`src/hdl/keypress_ripple_renderer_defines.svh`:
```
// ---------------------------------------------------------------------------
// Keypress ripple renderer: assertion macros
// Concurrent check macros; they compile away when SYNTHESIS is defined.
// ---------------------------------------------------------------------------
`ifndef KEYPRESS_RIPPLE_RENDERER_DEFINES_SVH
`define KEYPRESS_RIPPLE_RENDERER_DEFINES_SVH

`ifndef SYNTHESIS
// same-cycle implication, clocked on aclk, off during reset
`define KPR_ASSERT_IMPLY(lbl, ante, cons) \
    lbl: assert property (@(posedge aclk) disable iff (!aresetn) (ante) |-> (cons)) \
        else $error("kpr: same-cycle check failed");
// next-cycle implication, clocked on aclk, off during reset
`define KPR_ASSERT_NEXT(lbl, ante, cons) \
    lbl: assert property (@(posedge aclk) disable iff (!aresetn) (ante) |=> (cons)) \
        else $error("kpr: next-cycle check failed");
`else
`define KPR_ASSERT_IMPLY(lbl, ante, cons)
`define KPR_ASSERT_NEXT(lbl, ante, cons)
`endif

`endif

```
`src/hdl/kpr_pkg.sv`:
```
// ---------------------------------------------------------------------------
// kpr_pkg
// Shared constants and the fixed key layout map of the ripple renderer.
// ---------------------------------------------------------------------------
package kpr_pkg;

    localparam int KPR_RIPPLE_SLOTS = 10;
    localparam int KPR_NUM_KEYS     = 82;

    localparam int KPR_LIFE_MS   = 1000;
    localparam int KPR_RING_W    = 22;
    localparam int KPR_GROW_MUL  = 65;
    localparam int KPR_HUE_SPAN  = 43;
    localparam int KPR_RING_STEP = 255 / KPR_RING_W;
    // age / 6 as (age * 683) >> 12, exact for ages up to the ripple life
    localparam int KPR_DIV6_MUL  = 683;
    localparam int KPR_DIV6_SHR  = 12;

    localparam logic [7:0] KPR_BOTTOM_X [10] = '{
        8'd0, 8'd20, 8'd40, 8'd110, 8'd170, 8'd186, 8'd202, 8'd214, 8'd226, 8'd240
    };

    // x position of key / LED n; only the last row (n from 85) wraps to 8 bits
    function automatic logic [7:0] kpr_layout_x(input logic [6:0] n);
        logic [11:0] xv;
        logic [3:0]  bi;
        bi = 4'(n - 7'd72);
        if (n < 7'd14) begin
            xv = (12'd13 - 12'(n)) * 12'd17;
        end else if (n < 7'd29) begin
            xv = (12'(n) - 12'd14) * 12'd16;
        end else if (n < 7'd44) begin
            xv = 12'd6 + (12'd43 - 12'(n)) * 12'd16;
        end else if (n < 7'd58) begin
            xv = 12'd8 + (12'(n) - 12'd44) * 12'd17;
        end else if (n < 7'd72) begin
            xv = 12'd12 + (12'd71 - 12'(n)) * 12'd16;
        end else if (n < 7'd82) begin
            xv = 12'(KPR_BOTTOM_X[bi]);
        end else if (n < 7'd85) begin
            xv = 12'd232 + (12'(n) - 12'd82) * 12'd4;
        end else begin
            xv = (12'(n) - 12'd85) * 12'd13;
        end
        return xv[7:0];
    endfunction

    function automatic logic [6:0] kpr_layout_y(input logic [6:0] n);
        logic [6:0] yv;
        if (n < 7'd14) begin
            yv = 7'd0;
        end else if (n < 7'd29) begin
            yv = 7'd16;
        end else if (n < 7'd44) begin
            yv = 7'd32;
        end else if (n < 7'd58) begin
            yv = 7'd48;
        end else if (n < 7'd72) begin
            yv = 7'd64;
        end else if (n < 7'd85) begin
            yv = 7'd80;
        end else begin
            yv = 7'd96;
        end
        return yv;
    endfunction

endpackage

```
`src/hdl/kpr_hsv.sv`:
```
// ---------------------------------------------------------------------------
// kpr_hsv
// Two-stage 8-bit HSV to RGB conversion at full saturation.
// ---------------------------------------------------------------------------
module kpr_hsv import kpr_pkg::*; (
    input  logic       aclk,
    input  logic       aresetn,
    input  logic       in_valid,
    input  logic [7:0] hue,
    input  logic [7:0] val,
    output logic       out_valid,
    output logic [7:0] red,
    output logic [7:0] green,
    output logic [7:0] blue
);

    typedef enum logic [2:0] {
        SEC_RY, SEC_YG, SEC_GC, SEC_CB, SEC_BM, SEC_MR
    } sector_t;

    sector_t     sec;
    logic [7:0]  sec_base;
    logic [7:0]  off;
    logic [10:0] rem_full;
    logic [7:0]  rem;
    logic [15:0] sq_full;
    logic [15:0] st_full;

    sector_t     sec_reg;
    logic [7:0]  qf_reg;
    logic [7:0]  tf_reg;
    logic [7:0]  v_reg;
    logic        a_valid_reg;

    logic [15:0] q_full;
    logic [15:0] t_full;
    logic [7:0]  q;
    logic [7:0]  t;

    // stage A: sector and fraction
    always_comb begin
        if (hue >= 8'(5 * KPR_HUE_SPAN)) begin
            sec = SEC_MR; sec_base = 8'(5 * KPR_HUE_SPAN);
        end else if (hue >= 8'(4 * KPR_HUE_SPAN)) begin
            sec = SEC_BM; sec_base = 8'(4 * KPR_HUE_SPAN);
        end else if (hue >= 8'(3 * KPR_HUE_SPAN)) begin
            sec = SEC_CB; sec_base = 8'(3 * KPR_HUE_SPAN);
        end else if (hue >= 8'(2 * KPR_HUE_SPAN)) begin
            sec = SEC_GC; sec_base = 8'(2 * KPR_HUE_SPAN);
        end else if (hue >= 8'(KPR_HUE_SPAN)) begin
            sec = SEC_YG; sec_base = 8'(KPR_HUE_SPAN);
        end else begin
            sec = SEC_RY; sec_base = 8'd0;
        end
        off      = hue - sec_base;
        rem_full = 11'(off) * 11'd6;
        rem      = rem_full[7:0];
        sq_full  = 16'(rem) * 16'd255;
        st_full  = 16'(8'd255 - rem) * 16'd255;
    end

    always_ff @(posedge aclk) begin
        if (!aresetn) begin
            a_valid_reg <= 1'b0;
            out_valid   <= 1'b0;
        end else begin
            a_valid_reg <= in_valid;
            out_valid   <= a_valid_reg;
        end
    end

    always_ff @(posedge aclk) begin
        if (in_valid) begin
            sec_reg <= sec;
            qf_reg  <= 8'd255 - sq_full[15:8];
            tf_reg  <= 8'd255 - st_full[15:8];
            v_reg   <= val;
        end
    end

    // stage B: scale by value; the p term is zero at full saturation
    always_comb begin
        q_full = 16'(v_reg) * 16'(qf_reg);
        t_full = 16'(v_reg) * 16'(tf_reg);
        q      = q_full[15:8];
        t      = t_full[15:8];
    end

    always_ff @(posedge aclk) begin
        if (a_valid_reg) begin
            case (sec_reg)
                SEC_RY: begin red <= v_reg; green <= t;     blue <= 8'd0;  end
                SEC_YG: begin red <= q;     green <= v_reg; blue <= 8'd0;  end
                SEC_GC: begin red <= 8'd0;  green <= v_reg; blue <= t;     end
                SEC_CB: begin red <= 8'd0;  green <= q;     blue <= v_reg; end
                SEC_BM: begin red <= t;     green <= 8'd0;  blue <= v_reg; end
                default: begin red <= v_reg; green <= 8'd0; blue <= q;     end
            endcase
        end
    end

endmodule

```
`src/hdl/keypress_ripple_renderer.sv`:
```
// ---------------------------------------------------------------------------
// keypress_ripple_renderer
// Key-press ripple lighting effect: key samples spawn ripples, render words
// return the color of one LED.
// ---------------------------------------------------------------------------
// Two kinds of input word share one channel. A key sample (func 0) compares
// the pressed bit with the key's previous state; on a press it stores a ripple
// (layout x,y and the start tick) in a ring of RIPPLE_SLOTS entries that
// overwrites its oldest slot. Keys at or above NUM_KEYS are ignored. A render
// word (func 1) returns one RGB word: the brightest live ripple at that LED,
// or black. A key sample holds the input through the S_KEY state (an ignored
// key skips it) for the read-modify-write of the key-state memory. A render
// word holds it through the walk over the stored ripples (none with an empty
// ring, at most RIPPLE_SLOTS), the color conversion and any wait for the
// output register to free up: the ripple memory is read one slot a cycle into
// a three-stage evaluation pipeline, then the two-stage HSV unit runs. A
// finished RGB word waits in the output register while the next input word is
// taken. Ripple and key-state storage need no clearing pass: slots are read
// only below the fill count, and key states carry a valid bit cleared by reset.
// ---------------------------------------------------------------------------
`include "keypress_ripple_renderer_defines.svh"

module keypress_ripple_renderer import kpr_pkg::*; #(
    parameter int RIPPLE_SLOTS = KPR_RIPPLE_SLOTS,
    parameter int NUM_KEYS     = KPR_NUM_KEYS
) (
    input  logic        aclk,
    input  logic        aresetn,
    // input words
    input  logic        s_valid,
    output logic        s_ready,
    input  logic        s_func,
    input  logic [6:0]  s_key_index,
    input  logic        s_pressed,
    input  logic [6:0]  s_pixel_index,
    input  logic [15:0] s_tick,
    // result words
    output logic        m_valid,
    input  logic        m_ready,
    output logic [7:0]  m_red,
    output logic [7:0]  m_green,
    output logic [7:0]  m_blue
);

    localparam int SLOT_AW = (RIPPLE_SLOTS > 1) ? $clog2(RIPPLE_SLOTS) : 1;
    localparam int CNT_W   = $clog2(RIPPLE_SLOTS + 1);
    localparam int KEY_AW  = (NUM_KEYS > 1) ? $clog2(NUM_KEYS) : 1;
    localparam logic [CNT_W-1:0]   SLOTS_C   = CNT_W'(RIPPLE_SLOTS);
    localparam logic [SLOT_AW-1:0] LAST_SLOT = SLOT_AW'(RIPPLE_SLOTS - 1);

    typedef enum logic [2:0] {
        S_IDLE, S_KEY, S_WALK, S_HSV, S_OUT
    } state_t;

    typedef struct packed {
        logic [7:0]  x;
        logic [6:0]  y;
        logic [15:0] start;
    } ripple_t;

    state_t state_reg;

    // latched input word
    logic [6:0]  key_reg;
    logic        pressed_reg;
    logic [15:0] tick_reg;
    logic [7:0]  px_reg;
    logic [6:0]  py_reg;

    logic accept;
    logic key_ok;

    // key-state memory with reset-cleared valid bits
    logic                kwd_mem [NUM_KEYS];
    logic [NUM_KEYS-1:0] kwd_vld_reg;
    logic                kwd_rd_reg;
    logic                was_down;
    logic                rise;

    // ripple ring memory
    ripple_t            rp_mem [RIPPLE_SLOTS];
    ripple_t            rp_rd_reg;
    ripple_t            rp_wdata;
    logic               rp_we;
    logic [SLOT_AW-1:0] wslot_reg;
    logic [SLOT_AW-1:0] wslot_next;
    logic [CNT_W-1:0]   live_cnt_reg;
    logic [CNT_W-1:0]   live_cnt_next;

    // walk over the ring
    logic [CNT_W-1:0] idx_reg;
    logic             issue;
    logic             walk_done;
    logic             p1_v_reg;
    logic             p2_v_reg;
    logic             p3_v_reg;

    // stage 1: age, radius, axis distances
    logic [15:0] age;
    logic [23:0] rad_full;
    logic [7:0]  rx;
    logic [7:0]  ry;
    logic [7:0]  dx;
    logic [7:0]  dy;
    logic        p2_ok_reg;
    logic [9:0]  p2_age_reg;
    logic [7:0]  p2_rad_reg;
    logic [7:0]  p2_dx_reg;
    logic [7:0]  p2_dy_reg;
    logic [7:0]  p2_x_reg;
    logic [6:0]  p2_y_reg;

    // stage 2: distance, ring strength, fade, hue
    logic [9:0]  dx3;
    logic [9:0]  dy3;
    logic [8:0]  dist_full;
    logic [7:0]  oct_dist;
    logic [7:0]  delta;
    logic [15:0] ring_full;
    logic [19:0] div6_full;
    logic [8:0]  hue_full;
    logic        p3_hit_reg;
    logic [7:0]  p3_ring_reg;
    logic [7:0]  p3_fade_reg;
    logic [7:0]  p3_hue_reg;

    // stage 3: brightness and best pick
    logic [15:0] bright_full;
    logic [7:0]  bright;
    logic [7:0]  best_v_reg;
    logic [7:0]  best_h_reg;

    // color conversion and result register
    logic       hsv_ov;
    logic [7:0] hsv_r;
    logic [7:0] hsv_g;
    logic [7:0] hsv_b;
    logic       m_valid_reg;
    logic [7:0] m_red_reg;
    logic [7:0] m_green_reg;
    logic [7:0] m_blue_reg;
    logic       out_load;

    assign s_ready = (state_reg == S_IDLE);
    assign accept  = s_valid && s_ready;
    assign key_ok  = (s_key_index < 7'(NUM_KEYS));

    // ---- key sample: read previous state at accept, update next cycle ----
    assign was_down = kwd_vld_reg[key_reg[KEY_AW-1:0]] & kwd_rd_reg;
    assign rise     = pressed_reg & ~was_down;
    assign rp_we    = (state_reg == S_KEY) && rise;

    always_ff @(posedge aclk) begin
        if (accept && !s_func && key_ok) begin
            kwd_rd_reg <= kwd_mem[s_key_index[KEY_AW-1:0]];
        end
        if (state_reg == S_KEY) begin
            kwd_mem[key_reg[KEY_AW-1:0]] <= pressed_reg;
        end
    end

    // new ripple: layout position of the key plus its start tick
    assign rp_wdata.x     = kpr_layout_x(key_reg);
    assign rp_wdata.y     = kpr_layout_y(key_reg);
    assign rp_wdata.start = tick_reg;

    always_comb begin
        wslot_next    = (wslot_reg == LAST_SLOT) ? '0 : wslot_reg + 1'b1;
        live_cnt_next = (live_cnt_reg < SLOTS_C) ? live_cnt_reg + 1'b1 : live_cnt_reg;
    end

    always_ff @(posedge aclk) begin
        if (rp_we) begin
            rp_mem[wslot_reg] <= rp_wdata;
        end
        if (issue) begin
            rp_rd_reg <= rp_mem[idx_reg[SLOT_AW-1:0]];
        end
    end

    // ---- walk: one slot read per cycle while below the fill count ----
    assign issue     = (state_reg == S_WALK) && (idx_reg < live_cnt_reg);
    assign walk_done = (state_reg == S_WALK) && !issue && !p1_v_reg && !p2_v_reg && !p3_v_reg;

    // stage 1
    always_comb begin
        age      = tick_reg - rp_rd_reg.start;
        rad_full = 24'(age) * 24'(KPR_GROW_MUL);
        rx       = rp_rd_reg.x;
        ry       = {1'b0, rp_rd_reg.y};
        dx       = (px_reg > rx) ? px_reg - rx : rx - px_reg;
        dy       = ({1'b0, py_reg} > ry) ? {1'b0, py_reg} - ry : ry - {1'b0, py_reg};
    end

    always_ff @(posedge aclk) begin
        if (p1_v_reg) begin
            p2_ok_reg  <= (age <= 16'(KPR_LIFE_MS));
            p2_age_reg <= age[9:0];
            p2_rad_reg <= rad_full[15:8];
            p2_dx_reg  <= dx;
            p2_dy_reg  <= dy;
            p2_x_reg   <= rp_rd_reg.x;
            p2_y_reg   <= rp_rd_reg.y;
        end
    end

    // stage 2: octagonal distance wraps to 8 bits
    always_comb begin
        dx3       = 10'(p2_dx_reg) * 10'd3;
        dy3       = 10'(p2_dy_reg) * 10'd3;
        dist_full = (p2_dx_reg > p2_dy_reg) ? 9'(p2_dx_reg) + 9'(dy3[9:3])
                                            : 9'(p2_dy_reg) + 9'(dx3[9:3]);
        oct_dist  = dist_full[7:0];
        delta     = (oct_dist > p2_rad_reg) ? oct_dist - p2_rad_reg : p2_rad_reg - oct_dist;
        ring_full = 16'(8'(KPR_RING_W) - delta) * 16'(KPR_RING_STEP);
        div6_full = 20'(p2_age_reg) * 20'(KPR_DIV6_MUL);
        hue_full  = 9'(p2_x_reg) + 9'({p2_y_reg, 1'b0})
                  + 9'(div6_full[19:KPR_DIV6_SHR]);
    end

    always_ff @(posedge aclk) begin
        if (p2_v_reg) begin
            p3_hit_reg  <= p2_ok_reg && (delta < 8'(KPR_RING_W));
            p3_ring_reg <= ring_full[7:0];
            p3_fade_reg <= ~p2_rad_reg;
            p3_hue_reg  <= hue_full[7:0];
        end
    end

    // stage 3: strictly brighter wins, so the lowest slot keeps a tie
    always_comb begin
        bright_full = 16'(p3_ring_reg) * 16'(p3_fade_reg);
        bright      = bright_full[15:8];
    end

    always_ff @(posedge aclk) begin
        if (accept && s_func) begin
            best_v_reg <= 8'd0;
            best_h_reg <= 8'd0;
        end else if (p3_v_reg && p3_hit_reg && (bright > best_v_reg)) begin
            best_v_reg <= bright;
            best_h_reg <= p3_hue_reg;
        end
    end

    // ---- color conversion; zero value gives black ----
    kpr_hsv u_hsv (
        .aclk      (aclk),
        .aresetn   (aresetn),
        .in_valid  (walk_done),
        .hue       (best_h_reg),
        .val       (best_v_reg),
        .out_valid (hsv_ov),
        .red       (hsv_r),
        .green     (hsv_g),
        .blue      (hsv_b)
    );

    assign out_load = (state_reg == S_OUT) && (!m_valid_reg || m_ready);

    // ---- item registers ----
    always_ff @(posedge aclk) begin
        if (accept) begin
            key_reg     <= s_key_index;
            pressed_reg <= s_pressed;
            tick_reg    <= s_tick;
            px_reg      <= kpr_layout_x(s_pixel_index);
            py_reg      <= kpr_layout_y(s_pixel_index);
        end
        if (out_load) begin
            m_red_reg   <= hsv_r;
            m_green_reg <= hsv_g;
            m_blue_reg  <= hsv_b;
        end
    end

    // ---- control: state, ring pointer, fill count, pipeline valids ----
    always_ff @(posedge aclk) begin
        if (!aresetn) begin
            state_reg    <= S_IDLE;
            kwd_vld_reg  <= '0;
            wslot_reg    <= '0;
            live_cnt_reg <= '0;
            idx_reg      <= '0;
            p1_v_reg     <= 1'b0;
            p2_v_reg     <= 1'b0;
            p3_v_reg     <= 1'b0;
            m_valid_reg  <= 1'b0;
        end else begin
            p1_v_reg <= issue;
            p2_v_reg <= p1_v_reg;
            p3_v_reg <= p2_v_reg;
            if (issue) begin
                idx_reg <= idx_reg + 1'b1;
            end
            if (rp_we) begin
                wslot_reg    <= wslot_next;
                live_cnt_reg <= live_cnt_next;
            end
            if (out_load) begin
                m_valid_reg <= 1'b1;
            end else if (m_ready) begin
                m_valid_reg <= 1'b0;
            end
            case (state_reg)
                S_IDLE: begin
                    if (accept) begin
                        if (s_func) begin
                            idx_reg   <= '0;
                            state_reg <= S_WALK;
                        end else if (key_ok) begin
                            state_reg <= S_KEY;
                        end
                    end
                end
                S_KEY: begin
                    kwd_vld_reg[key_reg[KEY_AW-1:0]] <= 1'b1;
                    state_reg <= S_IDLE;
                end
                S_WALK: begin
                    if (walk_done) begin
                        state_reg <= S_HSV;
                    end
                end
                S_HSV: begin
                    if (hsv_ov) begin
                        state_reg <= S_OUT;
                    end
                end
                S_OUT: begin
                    if (out_load) begin
                        state_reg <= S_IDLE;
                    end
                end
                default: begin
                    state_reg <= S_IDLE;
                end
            endcase
        end
    end

    assign m_valid = m_valid_reg;
    assign m_red   = m_red_reg;
    assign m_green = m_green_reg;
    assign m_blue  = m_blue_reg;

    // ---- checks ----
    `KPR_ASSERT_IMPLY(a_fill_bound, 1'b1, live_cnt_reg <= SLOTS_C)
    `KPR_ASSERT_IMPLY(a_slot_bound, 1'b1, CNT_W'(wslot_reg) < SLOTS_C)
    `KPR_ASSERT_NEXT(a_fill_grows, rp_we && (live_cnt_reg < SLOTS_C),
                     live_cnt_reg == $past(live_cnt_reg) + 1'b1)
    `KPR_ASSERT_IMPLY(a_hsv_in_state, hsv_ov, state_reg == S_HSV)
    `KPR_ASSERT_IMPLY(a_walk_in_range, issue, idx_reg < SLOTS_C)

endmodule
```
`config.mk`:
```
export PLATFORM = sky130hd
export DESIGN_NAME = keypress_ripple_renderer
export DESIGN_NICKNAME = d
export VERILOG_FILES = /design/src/hdl/kpr_pkg.sv /design/src/hdl/kpr_hsv.sv /design/src/hdl/keypress_ripple_renderer.sv
export VERILOG_INCLUDE_DIRS = /design/src /design/src/hdl
export SDC_FILE = /design/constraint.sdc
export NUM_CORES = 2
export LEC_CHECK = 0
export BUFFER_PORTS_ARGS = -buffer_cell sky130_fd_sc_hd__buf_2
export CAP_MARGIN = 40
export CORE_MARGIN = 2
export CORE_UTILIZATION = 55
export CTS_BUF_LIST = sky130_fd_sc_hd__clkbuf_16
export DETAILED_ROUTE_END_ITERATION = 8
export GPL_ROUTABILITY_DRIVEN = 0
export PLACE_DENSITY = 0.79
export SLEW_MARGIN = 20
export SYNTH_ARGS = -nofsm -noshare
export SYNTH_HDL_FRONTEND = slang
export SYNTH_SLANG_ARGS = --single-unit
```
`constraint.sdc`:
```
create_clock -name aclk -period 16.1 [get_ports aclk]
set_clock_uncertainty 0.15 [all_clocks]
set_input_delay 3.22 -clock aclk [delete_from_list [all_inputs] [get_ports aclk]]
set_output_delay 3.22 -clock aclk [all_outputs]
set_load 0.01 [all_outputs]
```
# Word level (Yosys, flattened, before mapping)
# Memory sizes are Yosys's and may differ from the RTL's. A register that Yosys moved wholly into a read port is not among the register bits.
# Cells that the tools add are included.
totals:
  regBits: 308
  latch_bits: 0
  ram_bits: 392
  rom_bits: 256
  input_bits: 36
  wordCells: 263
  mem_count: 4
mem_list:
  columns: ["name", "depth", "word_bits", "read_ports", "rd_ports_with_merged_regs", "wr", "line_no", "rtl"]
  rows:
  - ["rp_mem", 10, 31, 1, 1, 1, "keypress_ripple_renderer.sv:81", "ripple_t rp_mem [RIPPLE_SLOTS];"]
  - ["(no name shown)", 16, 8, 1, 0, 0, "kpr_pkg.sv:39", "xv = 12'(KPR_BOTTOM_X[bi]);"]
  - ["(no name shown)", 16, 8, 1, 0, 0, "kpr_pkg.sv:39", null]
  - ["kwd_mem", 82, 1, 1, 1, 1, "keypress_ripple_renderer.sv:74", "logic kwd_mem [NUM_KEYS];"]
classes:
  addsub: 43
  multipliers: 17
  n_div: 0
  magnitude_cmp: 33
  n_eq_ne: 14
  n_shift: 0
  muxes: 67
  bitwise_logic: 7
  n_reduce_logical: 35
ops:
  columns: ["cell", "n"]
  rows:
  - ["$mux W8", 26]
  - ["$or A82 B82 Y82", 1]
  - ["$pmux W8 S3", 3]
  - ["$lt A7 B7 Y1 const B", 7]
  - ["$mul A8 B8 Y16", 3]
  - ["$mux W6", 7]
  - ["$sub A8 B8 Y8", 5]
  - ["$add A4 B8 Y8 const A", 4]
  - ["$gt A8 B8 Y1", 4]
  - ["$mul A8 B6 Y8 const B", 4]
  - ["$lt A7 B6 Y1 const B", 4]
  - ["$mux W7", 4]
  - ["$ge A8 B8 Y1 const B", 3]
  - ["$mux W3", 8]
  - ["$mul A10 B10 Y20 const B", 1]
  - ["$mul A8 B2 Y10 const B", 2]
  - ["$mux W4", 5]
  - ["$add A3 B8 Y8 const A", 2]
  - ["$add A6 B8 Y8 const A", 2]
  - ["$add A8 B7 Y8", 2]
  - ["$add A8 B8 Y8", 2]
  - ["$le A16 B10 Y1 const B", 1]
  - ["$mul A16 B7 Y16 const B", 1]
  - ["$mul A16 B8 Y16 const B", 1]
  - ["other kinds (54)", 114]

# Logic depth before layout (Yosys ltp)
logic_depth:
  ltp_word: 11
  depth_mapped: 35

# Hierarchy
# From an unflattened synthesis, not the netlist that was laid out.
hier_totals:
  cells_unflattened: 3625
  area_unflattened_um2: 43340.3
modules_own_cells:
  columns: ["module", "n_inst", "cells_per_inst", "area_per_inst_um2", "seq_area_each_um2"]
  rows:
  - ["keypress_ripple_renderer", 1, 2674, 34281.6, 17536.8]
  - ["kpr_hsv", 1, 951, 9058.7, 1571.5]

# Least setup slack after synthesis
# Ideal clock, no wire load.
synth_path:
  path_kind: "register to register"
  start: "reg best_h_reg[1]"
  end: "reg u_hsv.qf_reg[6] (data pin)"
  setup_ns: 0.259
  t_arrival_ns: 7.717
  required_ns: 15.691
  setup_slack_ns: 7.974
  path_stages_with_launch: 29
  n_path_buf: 0
  synth_period_minus_slack_ns: 8.126
  path_cell_list: "dfxtp_1 or4_1 o21a_1 nor2_1 o21ai_0 ha_1 fa_1 inv_1 ha_1 a21o_1 a21oi_1 o21bai_1 a21oi_1 xor2_1 xnor2_1 xor2_1 fa_1 inv_1 fa_1 inv_1 fa_1 fa_1 ha_1 a21o_1 a21oi_1 o21ai_1 a41o_1 o21a_1 or2_1"
synth_between:
  elab_chain_len: 10
synth_rtl:
  columns: ["item", "line_no", "rtl"]
  rows:
  - ["start, declared", "keypress_ripple_renderer.sv:131", "logic [7:0] best_h_reg;"]
  - ["start signal, assigned", "keypress_ripple_renderer.sv:242", "best_h_reg <= p3_hue_reg;"]
  - ["$ge A8 B6 Y1", "kpr_hsv.sv:50", "end else if (hue >= 8'(KPR_HUE_SPAN)) begin"]
  - ["$mux W6", "kpr_hsv.sv:50", null]
  - ["$mux W8", "kpr_hsv.sv:48", "end else if (hue >= 8'(2 * KPR_HUE_SPAN)) begin"]
  - ["$mux W8", "kpr_hsv.sv:46", "end else if (hue >= 8'(3 * KPR_HUE_SPAN)) begin"]
  - ["$mux W8", "kpr_hsv.sv:44", "end else if (hue >= 8'(4 * KPR_HUE_SPAN)) begin"]
  - ["$mux W8", "kpr_hsv.sv:42", "if (hue >= 8'(5 * KPR_HUE_SPAN)) begin"]
  - ["$sub A8 B8 Y8 *", "kpr_hsv.sv:55", "off = hue - sec_base;"]
  - ["$mul A8 B2 Y7 *", "kpr_hsv.sv:56", "rem_full = 11'(off) * 11'd6;"]
  - ["$mul A7 B8 Y15 *", "kpr_hsv.sv:58", "sq_full = 16'(rem) * 16'd255;"]
  - ["$sub A8 B8 Y8 *", "kpr_hsv.sv:75", "qf_reg <= 8'd255 - sq_full[15:8];"]
  - ["end signal, assigned", "kpr_hsv.sv:75", null]
  - ["end, declared", "kpr_hsv.sv:30", "logic [7:0] qf_reg;"]
# Mark *: on every way between the ends. The rest lies on a longest branch, timed or not.
# A chain may end at the register's enable or synchronous reset.

# Worst setup path in the final report
# Ends and elaborated chain as after synthesis.

==> flow_metrics.env <==
export IMPL_drt_iter0_markers=1842
export IMPL_cts_setup_buffers=0
export IMPL_grt_total_usage_pct=22.2
export IMPL_dp_final_hpwl_um=60400
export IMPL_crit_top_cell="fa_1"
export IMPL_slew_headroom_pct=40.6
export IMPL_grt_first_pass_wirelength_um=144000
export IMPL_power_frac_seq_pct=39.9
export IMPL_wirelength_um=88200
export IMPL_cts_made_buffers=72
export IMPL_grt_start_max_net_pins=86
export IMPL_core_rowCount=102
export IMPL_largest_reg_flops=270
export IMPL_syn_area_um2=42900
export IMPL_cts_resized=0
export IMPL_cp_start_kind="flop"
export IMPL_fin_area_um2=47200
export IMPL_worstPathRequired_ns=16.31
export IMPL_design_core_area_um2=77300
export IMPL_yosys_warnings=0
export IMPL_cts_root_buf="clkbuf_16"
export IMPL_max_freq_mhz=114
export IMPL_syn_to_final_growth_pct=9.96
export IMPL_pwr_share_clk_pct=33.7
export IMPL_run_status="completed"
export IMPL_syn_num_nets=4232
export IMPL_grt_pass1_vias=28000
export IMPL_synth_distinct_cells=82
export IMPL_place_area_um2=44700
export IMPL_avgSynthCellArea_um2=12.1
export IMPL_cts_tree="yes"
export IMPL_hold_ws_ns=0.261
export IMPL_hold_violations=0
export IMPL_route_detailed_drc=0
export IMPL_netlist_instances=3557
export IMPL_synth_edff_count=557
export IMPL_htreeDepth=3
export IMPL_hold_class="reg2reg"
export IMPL_grt_ovfl_total=0
export IMPL_worst_setup_path_end_kind="flop"
export IMPL_rsz0062_at_grt="no"
export IMPL_finalMaxSlewViolations=0
export IMPL_die_area_um2=80300
export IMPL_vias=27000
export IMPL_boundaryPins=62
export IMPL_ys_seq_area_share_pct=44.5
export IMPL_fin_crit_sh_pct=54.6
export IMPL_cp_arrival_ns=9.00
export IMPL_synthTopCellsByCount="edfxtp_1, ha_1, inv_1"
export IMPL_yosysTopAreaCell="edfxtp_1"
export IMPL_drive_gt1_share_pct=10.0
export IMPL_clockBufferDepth=3
export IMPL_ir_drop_v=0.0000876
export IMPL_synth_seq_cells=676
export IMPL_critPathMaxStageDelay_ns=0.78
export IMPL_ctsHoldBuffers=0
export IMPL_wire_per_inst_um=18.7
export IMPL_critPathKind="reg2reg"
export IMPL_synth_top_area_share_pct=39.0
export IMPL_critPathMaxFanout=8
export IMPL_p_int_mw=3.52
export IMPL_io_buffers=61
export IMPL_path_clk_slew_ns=0.06
export IMPL_ys_async_sr_fraction_pct=0
export IMPL_initial_core_util_pct=55.5
export IMPL_yosysMostFrequentCell="edfxtp_1"
export IMPL_powerDensity_nw_per_um2=107
export IMPL_fin_setup_tns_ns=0
export IMPL_synth_area_leaders="edfxtp_1, ha_1, fa_1"
export IMPL_finalWorstPathRequiredPeriod_ns=8.79
export IMPL_antenna_found_initial=1
export IMPL_antenna_left=0
export IMPL_maxCapViolCount=0
export IMPL_clk_latency_ns=0.64
export IMPL_max_slew_worst_pin_slew_ns=0.887
export IMPL_die_w_um=283
export IMPL_synth_flop_cell="edfxtp_1"
export IMPL_setup_viol=0
export IMPL_via_per_inst=5.72
export IMPL_cp_slowest_cell="fa_1"
export IMPL_fin_nets=4297
export IMPL_p_total_mw=5.05
export IMPL_fill_cells=5870
export IMPL_power_switching_mw=1.53
export IMPL_cts_sinks=676
export IMPL_fp_dieH_um=283
export IMPL_p_sw_share_pct=30.3
export IMPL_final_core_util_pct=61.0
export IMPL_leakage_nw=19.4
export IMPL_first_pass_iters=5
export IMPL_p_comb_share_pct=26.5
-- cell families (layout without fill, tap and decap cells) --
group | count (synthesis) | after routing | share of synthesized area [%]
simple gates | 739 | 739 | 8.27
flops | 676 | 676 | 44.5
fa+ha+maj | 639 | 639 | 22.0
compound gates | 577 | 577 | 8.85
buf+inv | 534 | 657 | 4.69
xor+xnor | 204 | 204 | 4.23
mux | 188 | 188 | 7.48
other cells | 0 | 1 | 0
-- layer usage --
metal / GRT usage, % / wire length, µm / vias to the layer above
li1: - / - / 12700
met1: 28.3 / 36200 / 13300
met2: 38.8 / 44300 / 818
met3: 2.93 / 5050 / 199
met4: 8.11 / 2750 / 0
met5: 0 / 0 / -
-- cell type report --
cell class / instances / area, µm² / share of cell area (%)
Antenna cell: 1 / 2.50 / 0.00530
Clock buffer: 73 / 1830 / 3.87
Clock inverter: 59 / 632 / 1.34
Inverter: 418 / 1570 / 3.32
Multi-Input combinational cell: 2347 / 21900 / 46.4
Sequential cell: 676 / 19100 / 40.5
Tap cell: 1040 / 1300 / 2.76
Timing Repair Buffer: 107 / 853 / 1.81
-- power by group through the flow --
stage	logic, mW	clock network (mW)	registers, mW
2_1_floorplan	1.02	0	2.03
3_3_place_gp	1.27	0	2.05
3_5_place_dp	1.32	0	2.05
4_1_cts	1.34	1.73	2.01
5_1_grt	1.51	1.79	2.01
6_report	1.34	1.70	2.01
-- worst max-delay path, delay by kind of cell, from the launching register on --
kind | cells | cell delay [ns]
buffers and inverters | 4 | 0.55
AO/OA/AOI/OAI | 12 | 2.37
adder cells (fa/ha/maj) | 7 | 3.19
XOR/XNOR | 4 | 0.73
AND/OR/NAND/NOR | 5 | 1.21
flip-flops | 1 | 0.36
-- per-stage QoR --
step	instances	setup WS [ns]
after floorplan	3557	7.97
after global placement	4566	7.65
after detailed placement	4582	7.36
after CTS	4714	7.32
after global routing	4720	6.70
final	4721	7.31
-- layout by cell type, fill, tap and decap left out, drive strengths merged, types with 38 or more instances in the layout --
| cell type | netlist | final |
|---|---|---|
| ha | 447 | 447 |
| nor3 | 39 | 39 |
| mux2i | 70 | 70 |
| xor2 | 66 | 66 |
| and2 | 115 | 115 |
| a21oi | 162 | 162 |
| buf | 24 | 104 |
| a211oi | 38 | 38 |
| inv | 417 | 430 |
| o21ai | 87 | 87 |
| a21o | 45 | 45 |
| fa | 192 | 192 |
| edfxtp | 557 | 557 |
| nand2 | 204 | 204 |
| nor2b | 56 | 56 |
| dfxtp | 119 | 119 |
| xnor2 | 136 | 136 |
| clkbuf | 92 | 75 |
| o21a | 110 | 110 |
| nor2 | 212 | 212 |
| mux4 | 105 | 105 |
-- worst paths after layout --
kind	startpoint	to	slack [ns]	depth (start not counted)
max	best_h_reg[1]	u_hsv.qf_reg[6]	7.31	32
min	u_hsv.green[1]	m_green[1]	0.26	0
min reg2reg	u_hsv.green[1]	m_green[1]	0.26	0
max reg2reg	best_h_reg[1]	u_hsv.qf_reg[6]	7.31	32
Note: power is estimated with default switching activity, not from simulation.
